**config.mk**
```make
export PLATFORM = sky130hd
export DESIGN_NAME = matrix_multiply
export DESIGN_NICKNAME = d
export VERILOG_FILES = /design/src/rtl/core/mm_pkg.sv /design/src/rtl/core/matrix_multiply.sv
export SDC_FILE = /design/constraint.sdc
export NUM_CORES = 2
export LEC_CHECK = 0
export ABC_CLOCK_PERIOD_IN_PS = 9010
export BUFFER_PORTS_ARGS = -buffer_cell sky130_fd_sc_hd__buf_2
export CAP_MARGIN = 20
export CORE_UTILIZATION = 45
export CTS_BUF_LIST = sky130_fd_sc_hd__clkbuf_8 sky130_fd_sc_hd__clkbuf_16
export DETAILED_ROUTE_END_ITERATION = 10
export PLACE_DENSITY = 0.64
export SETUP_SLACK_MARGIN = 0.02
export SLEW_MARGIN = 25
export SYNTH_ARGS = -nofsm -noshare
export SYNTH_HDL_FRONTEND = slang
export SYNTH_SLANG_ARGS = --single-unit
export TNS_END_PERCENT = 30
```
**constraint.sdc**
```tcl
create_clock -name clk -period 9.01 [get_ports clk]
set_input_delay 1.802 -clock clk [delete_from_list [all_inputs] [get_ports clk]]
set_output_delay 1.802 -clock clk [all_outputs]
set_load 0.1 [all_outputs]
```
**src/rtl/core/mm_pkg.sv**
```systemverilog
// shared constants, types and helpers for the matrix multiply block
`default_nettype none

package mm_pkg;

    // largest matrix dimension held in the stores
    localparam int MAX_DIM     = 8;
    localparam int STORE_DEPTH = MAX_DIM * MAX_DIM;
    localparam int ADDR_W      = (STORE_DEPTH > 1) ? $clog2(STORE_DEPTH) : 1;
    localparam int DIM_W       = $clog2(MAX_DIM + 1);
    localparam int LC_W        = $clog2(2 * STORE_DEPTH + 1);

    // fixed field widths
    localparam int CFG_W  = 4;
    localparam int IDX_W  = 2;
    localparam int ELEM_W = 16;
    localparam int PROD_W = 2 * ELEM_W;
    localparam int ACC_W  = 40;

    // configuration register indexes
    localparam logic [IDX_W-1:0] REG_ROWS_A    = 2'd0;
    localparam logic [IDX_W-1:0] REG_INNER_DIM = 2'd1;
    localparam logic [IDX_W-1:0] REG_COLS_B    = 2'd2;

    // clamp a raw dimension register into 1..MAX_DIM
    function automatic logic [DIM_W-1:0] eff_dim(input logic [CFG_W-1:0] raw);
        logic [DIM_W-1:0] res;
        if (raw == '0)
            res = DIM_W'(1);
        else if (int'(raw) > MAX_DIM)
            res = DIM_W'(MAX_DIM);
        else
            res = DIM_W'(raw);
        return res;
    endfunction

endpackage

`default_nettype wire

```
**src/rtl/core/matrix_multiply.sv**
```systemverilog
// matrix multiply top level: load stores, shared multiply-accumulate, result output
//
// usage
//   configuration: write rows_a (index 0), inner_dim (1) and cols_b (2) on the
//   cfg_valid / cfg_ready / cfg_index / cfg_data channel while the block is idle;
//   cfg_ready is always high. A write to a known index restarts loading with A.
//   input: each word is taken when start is high and busy is low. Send the
//   M*K words of A, then the K*N words of B, each row-major, one per cycle.
//   output: after the last word of B, busy rises and M*N product words come out
//   row-major on product, each marked by done for one cycle; last flags the final.
//   computation: one multiply-accumulate unit does one product per cycle, and busy
//   falls with the final result.
//   The receiver cannot stall: every done word must be taken in its cycle.
//   reset: dimensions return to 1, the load counter clears, busy and done go low.
//   Store contents are not cleared; every entry read is written during loading.
`default_nettype none

module matrix_multiply
    import mm_pkg::*;
(
    input  wire logic                     clk,
    input  wire logic                     rst_n,
    // configuration channel
    input  wire logic                     cfg_valid,
    output logic                          cfg_ready,
    input  wire logic [IDX_W-1:0]         cfg_index,
    input  wire logic [CFG_W-1:0]         cfg_data,
    // input words
    input  wire logic                     start,
    output logic                          busy,
    input  wire logic signed [ELEM_W-1:0] element,
    // result words
    output logic                          done,
    output logic signed [ACC_W-1:0]       product,
    output logic                          last
);

    typedef enum logic [1:0] {
        S_IDLE,
        S_RUN,
        S_DRAIN
    } state_t;

    // configuration registers
    logic [CFG_W-1:0] rows_a_reg;
    logic [CFG_W-1:0] inner_dim_reg;
    logic [CFG_W-1:0] cols_b_reg;

    // control state
    state_t            state_reg;
    logic [LC_W-1:0]   load_count_reg;
    logic [DIM_W-1:0]  i_reg;
    logic [DIM_W-1:0]  j_reg;
    logic [DIM_W-1:0]  t_reg;
    logic [ADDR_W-1:0] a_row_reg;
    logic [ADDR_W-1:0] a_addr_reg;
    logic [ADDR_W-1:0] b_addr_reg;
    logic              s1_valid_reg;
    logic              s1_first_reg;
    logic              s1_end_reg;
    logic              s1_final_reg;
    logic              s2_valid_reg;
    logic              s2_first_reg;
    logic              s2_end_reg;
    logic              s2_final_reg;
    logic              done_reg;
    logic              last_reg;

    // datapath
    logic signed [ELEM_W-1:0] a_mem [STORE_DEPTH];
    logic signed [ELEM_W-1:0] b_mem [STORE_DEPTH];
    logic signed [ELEM_W-1:0] a_q_reg;
    logic signed [ELEM_W-1:0] b_q_reg;
    logic signed [PROD_W-1:0] prod_reg;
    logic signed [ACC_W-1:0]  acc_reg;
    logic signed [ACC_W-1:0]  product_reg;
    logic signed [ACC_W-1:0]  acc_next;

    // effective dimensions and load bookkeeping
    logic [DIM_W-1:0]  dim_m;
    logic [DIM_W-1:0]  dim_k;
    logic [DIM_W-1:0]  dim_n;
    logic [LC_W-1:0]   size_a;
    logic [LC_W-1:0]   size_total;
    logic [LC_W-1:0]   lc_eff;
    logic [LC_W-1:0]   lc_b;
    logic [LC_W-1:0]   lc_inc;
    logic              accept;
    logic              cfg_write;
    logic              cfg_known;
    logic              wr_a;
    logic              t_end;
    logic              j_end;
    logic              i_end;

    assign dim_m      = eff_dim(rows_a_reg);
    assign dim_k      = eff_dim(inner_dim_reg);
    assign dim_n      = eff_dim(cols_b_reg);
    assign size_a     = LC_W'(LC_W'(dim_m) * LC_W'(dim_k));
    assign size_total = LC_W'(size_a + LC_W'(LC_W'(dim_k) * LC_W'(dim_n)));
    assign lc_eff     = (load_count_reg >= size_total) ? '0 : load_count_reg;
    assign lc_b       = LC_W'(lc_eff - size_a);
    assign lc_inc     = LC_W'(lc_eff + LC_W'(1));
    assign wr_a       = (lc_eff < size_a);

    assign busy      = (state_reg != S_IDLE);
    assign accept    = start && !busy;
    assign cfg_ready = 1'b1;
    assign cfg_write = cfg_valid && cfg_ready;
    assign cfg_known = (cfg_index == REG_ROWS_A) || (cfg_index == REG_INNER_DIM)
                    || (cfg_index == REG_COLS_B);

    // loop end detection for the inner, column and row counters
    assign t_end = (t_reg == DIM_W'(dim_k - DIM_W'(1)));
    assign j_end = (j_reg == DIM_W'(dim_n - DIM_W'(1)));
    assign i_end = (i_reg == DIM_W'(dim_m - DIM_W'(1)));

    // accumulate: a new sum starts on the first product of a dot product
    assign acc_next = (s2_first_reg ? '0 : acc_reg) + ACC_W'(prod_reg);

    // configuration registers
    always_ff @(posedge clk or negedge rst_n)
    begin
        if (!rst_n)
        begin
            rows_a_reg    <= CFG_W'(1);
            inner_dim_reg <= CFG_W'(1);
            cols_b_reg    <= CFG_W'(1);
        end
        else if (cfg_write)
        begin
            unique case (cfg_index)
                REG_ROWS_A:    rows_a_reg    <= cfg_data;
                REG_INNER_DIM: inner_dim_reg <= cfg_data;
                REG_COLS_B:    cols_b_reg    <= cfg_data;
                default:       ;
            endcase
        end
    end

    // sequencer: load counting, loop counters, pipeline flags and output strobe
    always_ff @(posedge clk or negedge rst_n)
    begin
        if (!rst_n)
        begin
            state_reg      <= S_IDLE;
            load_count_reg <= '0;
            i_reg          <= '0;
            j_reg          <= '0;
            t_reg          <= '0;
            a_row_reg      <= '0;
            a_addr_reg     <= '0;
            b_addr_reg     <= '0;
            s1_valid_reg   <= 1'b0;
            s1_first_reg   <= 1'b0;
            s1_end_reg     <= 1'b0;
            s1_final_reg   <= 1'b0;
            s2_valid_reg   <= 1'b0;
            s2_first_reg   <= 1'b0;
            s2_end_reg     <= 1'b0;
            s2_final_reg   <= 1'b0;
            done_reg       <= 1'b0;
            last_reg       <= 1'b0;
        end
        else
        begin
            // pipeline flags move every cycle; a new issue happens only while running
            s1_valid_reg <= (state_reg == S_RUN);
            s2_valid_reg <= s1_valid_reg;
            s2_first_reg <= s1_first_reg;
            s2_end_reg   <= s1_end_reg;
            s2_final_reg <= s1_final_reg;
            done_reg     <= s2_valid_reg && s2_end_reg;
            last_reg     <= s2_valid_reg && s2_final_reg;

            unique case (state_reg)
                S_IDLE:
                begin
                    if (cfg_write && cfg_known)
                    begin
                        load_count_reg <= '0;
                    end
                    else if (accept)
                    begin
                        if (lc_inc == size_total)
                        begin
                            load_count_reg <= '0;
                            state_reg      <= S_RUN;
                            i_reg          <= '0;
                            j_reg          <= '0;
                            t_reg          <= '0;
                            a_row_reg      <= '0;
                            a_addr_reg     <= '0;
                            b_addr_reg     <= '0;
                        end
                        else
                        begin
                            load_count_reg <= lc_inc;
                        end
                    end
                end

                S_RUN:
                begin
                    // issue one multiply-accumulate per cycle
                    s1_first_reg <= (t_reg == '0);
                    s1_end_reg   <= t_end;
                    s1_final_reg <= t_end && j_end && i_end;
                    if (!t_end)
                    begin
                        t_reg      <= DIM_W'(t_reg + DIM_W'(1));
                        a_addr_reg <= ADDR_W'(a_addr_reg + ADDR_W'(1));
                        b_addr_reg <= ADDR_W'(b_addr_reg + ADDR_W'(dim_n));
                    end
                    else if (!j_end)
                    begin
                        t_reg      <= '0;
                        j_reg      <= DIM_W'(j_reg + DIM_W'(1));
                        a_addr_reg <= a_row_reg;
                        b_addr_reg <= ADDR_W'(ADDR_W'(j_reg) + ADDR_W'(1));
                    end
                    else if (!i_end)
                    begin
                        t_reg      <= '0;
                        j_reg      <= '0;
                        i_reg      <= DIM_W'(i_reg + DIM_W'(1));
                        a_row_reg  <= ADDR_W'(a_row_reg + ADDR_W'(dim_k));
                        a_addr_reg <= ADDR_W'(a_row_reg + ADDR_W'(dim_k));
                        b_addr_reg <= '0;
                    end
                    else
                    begin
                        state_reg <= S_DRAIN;
                    end
                end

                S_DRAIN:
                begin
                    // wait for the final sum to leave the pipeline
                    if (s2_valid_reg && s2_final_reg)
                    begin
                        state_reg <= S_IDLE;
                    end
                end

                default:
                begin
                    state_reg <= S_IDLE;
                end
            endcase
        end
    end

    // element stores and multiply-accumulate datapath
    always_ff @(posedge clk)
    begin
        if (accept && wr_a)
        begin
            a_mem[lc_eff[ADDR_W-1:0]] <= element;
        end
        if (accept && !wr_a)
        begin
            b_mem[lc_b[ADDR_W-1:0]] <= element;
        end
        a_q_reg  <= a_mem[a_addr_reg];
        b_q_reg  <= b_mem[b_addr_reg];
        prod_reg <= a_q_reg * b_q_reg;
        if (s2_valid_reg)
        begin
            acc_reg <= acc_next;
        end
        if (s2_valid_reg && s2_end_reg)
        begin
            product_reg <= acc_next;
        end
    end

    assign done    = done_reg;
    assign last    = last_reg;
    assign product = product_reg;

endmodule

`default_nettype wire

```
==> qor.yml <==
synth_cell_type_count: 81
area_delta_synth_final_pct: 14.6
yosys_most_used_dff: "edfxtp_1"
grt_pass1_vias: 50689
critical_path_arrival_ns: 9.29
hpwl_um: 155000
cp_slowest_stage_delay_ns: 0.57
grt_pass1_wl_um: 356000
start_kind: "register"
die_area_mm2: 0.222
fin_nets: 6011
insertion_delay_ns: 0.91
r2r_cells: 41
synthCells: 5187
routabilityCongestion: 0.856
synth_warnings: 0
fin_crit_sh: 0.965
coreArea_mm2: 0.218
antenna_found_initial: 24
seq_area_frac_synth: 0.674
use_met1: 0.324
grtUsageMet2: 0.344
initialDrtViolationCount: 5961
async_reset_ff_frac: 0.0275
hold_violations: 0
use_met3: 0.0382
grt_max_degree: 156
ys_seq_elements: 2254
seqCellArea_mm2: 0.0668
multiInputGateArea_mm2: 0.0304
nFillCells: 17138
final_cell_area_mm2: 0.113
cts_buffer_depth: 3
endpoint: "a_mem[33][1]"
synthesis.nets: 5673
hp-class: "register to register"
relSlewSlack: 0.221
cp.required_ns: 9.61
cts_root_buf: "clkbuf_16"
clock_skew_ns: 0.0719
endpoint_kind: "register"
grt_use_total: 0.221
first_pass_iters: 5
die_x_um: 471
viasPerCell: 5.83
synth_area_mm2: 0.0989
maxCapViolations: 0
clkTransAtPathRegs_ns: 0.06
placed_area_mm2: 0.105
rr_startpoint: "rows_a_reg[0]"
wl_per_cell_um: 28.2
period_needed_ns: 8.69
htree_levels: 4
crit_type: "register to register"
io_buffers: 68
instances_no_fill: 8591
fp-row-count: 171
holdWs_ns: 0.350
cts_buffers: 226
cts_tree: "done"
crit_top_cell: "a21oi_2"
synth-edff-count: 2128
num_vias: 50047
setup_viol_count_final: 0
cp_max_fo: 8
avgSynthCellArea_um2: 19.1
crit_path_start: "rows_a_reg[0]"
drive_gt1_frac: 0.257
routed_wl_um: 242000
grt_overflow: 0
initial_core_util: 0.454
ios: 70
holdPathStages: 0
crit_slowest_cell: "fa_1"
reg2reg_slack_ns: 0.32
drc: 0
tightest_slew_ns: 1.17
rr_endpoint: "a_mem[33][1]"
gr-max-usage-layer: "met2"
drv_slew: 0
die_h_um: 471
clock.fmax_mhz: 115
dpl.cell_count: 8140
ant_nets: 0
status: "completed"
cts.sinks: 2254
## cells in the final DEF, fill, tap and decap left out, drive strengths merged, types with 7 or more instances in the layout
cell type,instances
mux4,672
a22o,9
nand2,227
ha,181
o31ai,9
a21o,58
nor3,24
bufinv,30
nor2,219
mux2,12
nand3b,11
and3,12
dfxtp,64
a31oi,7
fa,279
diode,15
dfrtp,59
o21ai,77
o21bai,14
nand2b,31
or3,13
nor2b,60
inv,405
xnor2,75
and2,117
xor2,29
a211oi,7
nor3b,7
buf,326
a21oi,84
o21a,13
clkbuf,244
edfxtp,2128
clkinv,98
nand3,34
## cells in the mapped netlist (31+ instances only)
cell,instances,area [um2]
nand2b_1,31,194
dfrtp_1,59,1480
nor2b_1,60,375
nand2_1,226,848
a21oi_1,83,415
inv_1,352,1320
buf_1,51,191
fa_1,279,5590
nand3_1,33,165
dfxtp_1,64,1280
a21o_1,58,435
and2_1,117,732
o21ai_0,74,370
mux4_2,672,15100
clkbuf_1,162,608
edfxtp_1,2128,63900
ha_1,181,2260
xnor2_1,75,657
nor2_1,218,818
## worst min path at each step
stage | start | end | slack (ns)
2_1_floorplan | s1_valid_reg | s2_valid_reg | 0.33
3_3_place_gp | s1_valid_reg | s2_valid_reg | 0.34
3_5_place_dp | s1_valid_reg | s2_valid_reg | 0.34
4_1_cts | s1_valid_reg | s2_valid_reg | 0.35
5_1_grt | s1_valid_reg | s2_valid_reg | 0.36
6_report | s1_valid_reg | s2_valid_reg | 0.35
## metal layers
metal	vias to the layer above	wire length, um	share of wire
met5	-	19	0.000078
met4	2	5730	0.024
met3	323	19500	0.081
met2	2102	115000	0.47
met1	26670	103000	0.42
li1	20950	-	-
## logic make-up (layout without fill, tap and decap cells)
| kind of cell | after synthesis | after routing | share of synthesized area |
|---|---|---|---|
| XOR/XNOR | 105 | 105 | 0.00951 |
| other | 1 | 16 | 0.0000379 |
| AND/OR/NAND/NOR | 780 | 780 | 0.0383 |
| AO/OA/AOI/OAI | 329 | 329 | 0.0219 |
| buffers and inverters | 573 | 1108 | 0.0220 |
| multiplexers | 685 | 685 | 0.154 |
| adder cells (fa/ha/maj) | 460 | 460 | 0.0793 |
| flip-flops | 2254 | 2254 | 0.674 |
## final cells by class
cell class	instances	area share
multi-input cells	2360	0.268
flip-flops and latches	2254	0.589
well taps	2854	0.0315
clock inverters	185	0.0170
repair buffers	330	0.0304
clock buffers	240	0.0522
inverters	353	0.0117
diodes	15	0.000331
## critical path, delay by kind of cell, from the launching register on
kind	cells	cell delay [ns]
fa+ha+maj	8	3.15
compound gates	13	1.97
simple gates	11	1.72
buf+inv	7	0.82
flops	1	0.52
xor+xnor	2	0.22
## through the flow
stage	util	setup TNS (ns)	setup WS, ns
5_1_grt	0.520	-8.56	-0.0774
6_report	0.521	0	0.318
2_1_floorplan	-	0	0.0402
3_5_place_dp	0.483	0	0.0557
3_3_place_gp	0.483	0	0.168
4_1_cts	0.519	0	0.0399
## timing repair
action                                  in CTS  in global routing
endpoints found under the hold margin        0                  0
endpoints found under the setup margin       0               2057
hold buffers                                 0                  0
setup buffers                                0                  5
gates resized for setup                      0                 35
Power is left out: the tool's default activity adds up to more than one toggle a clock period on the data nets, which glitch-free logic cannot reach.
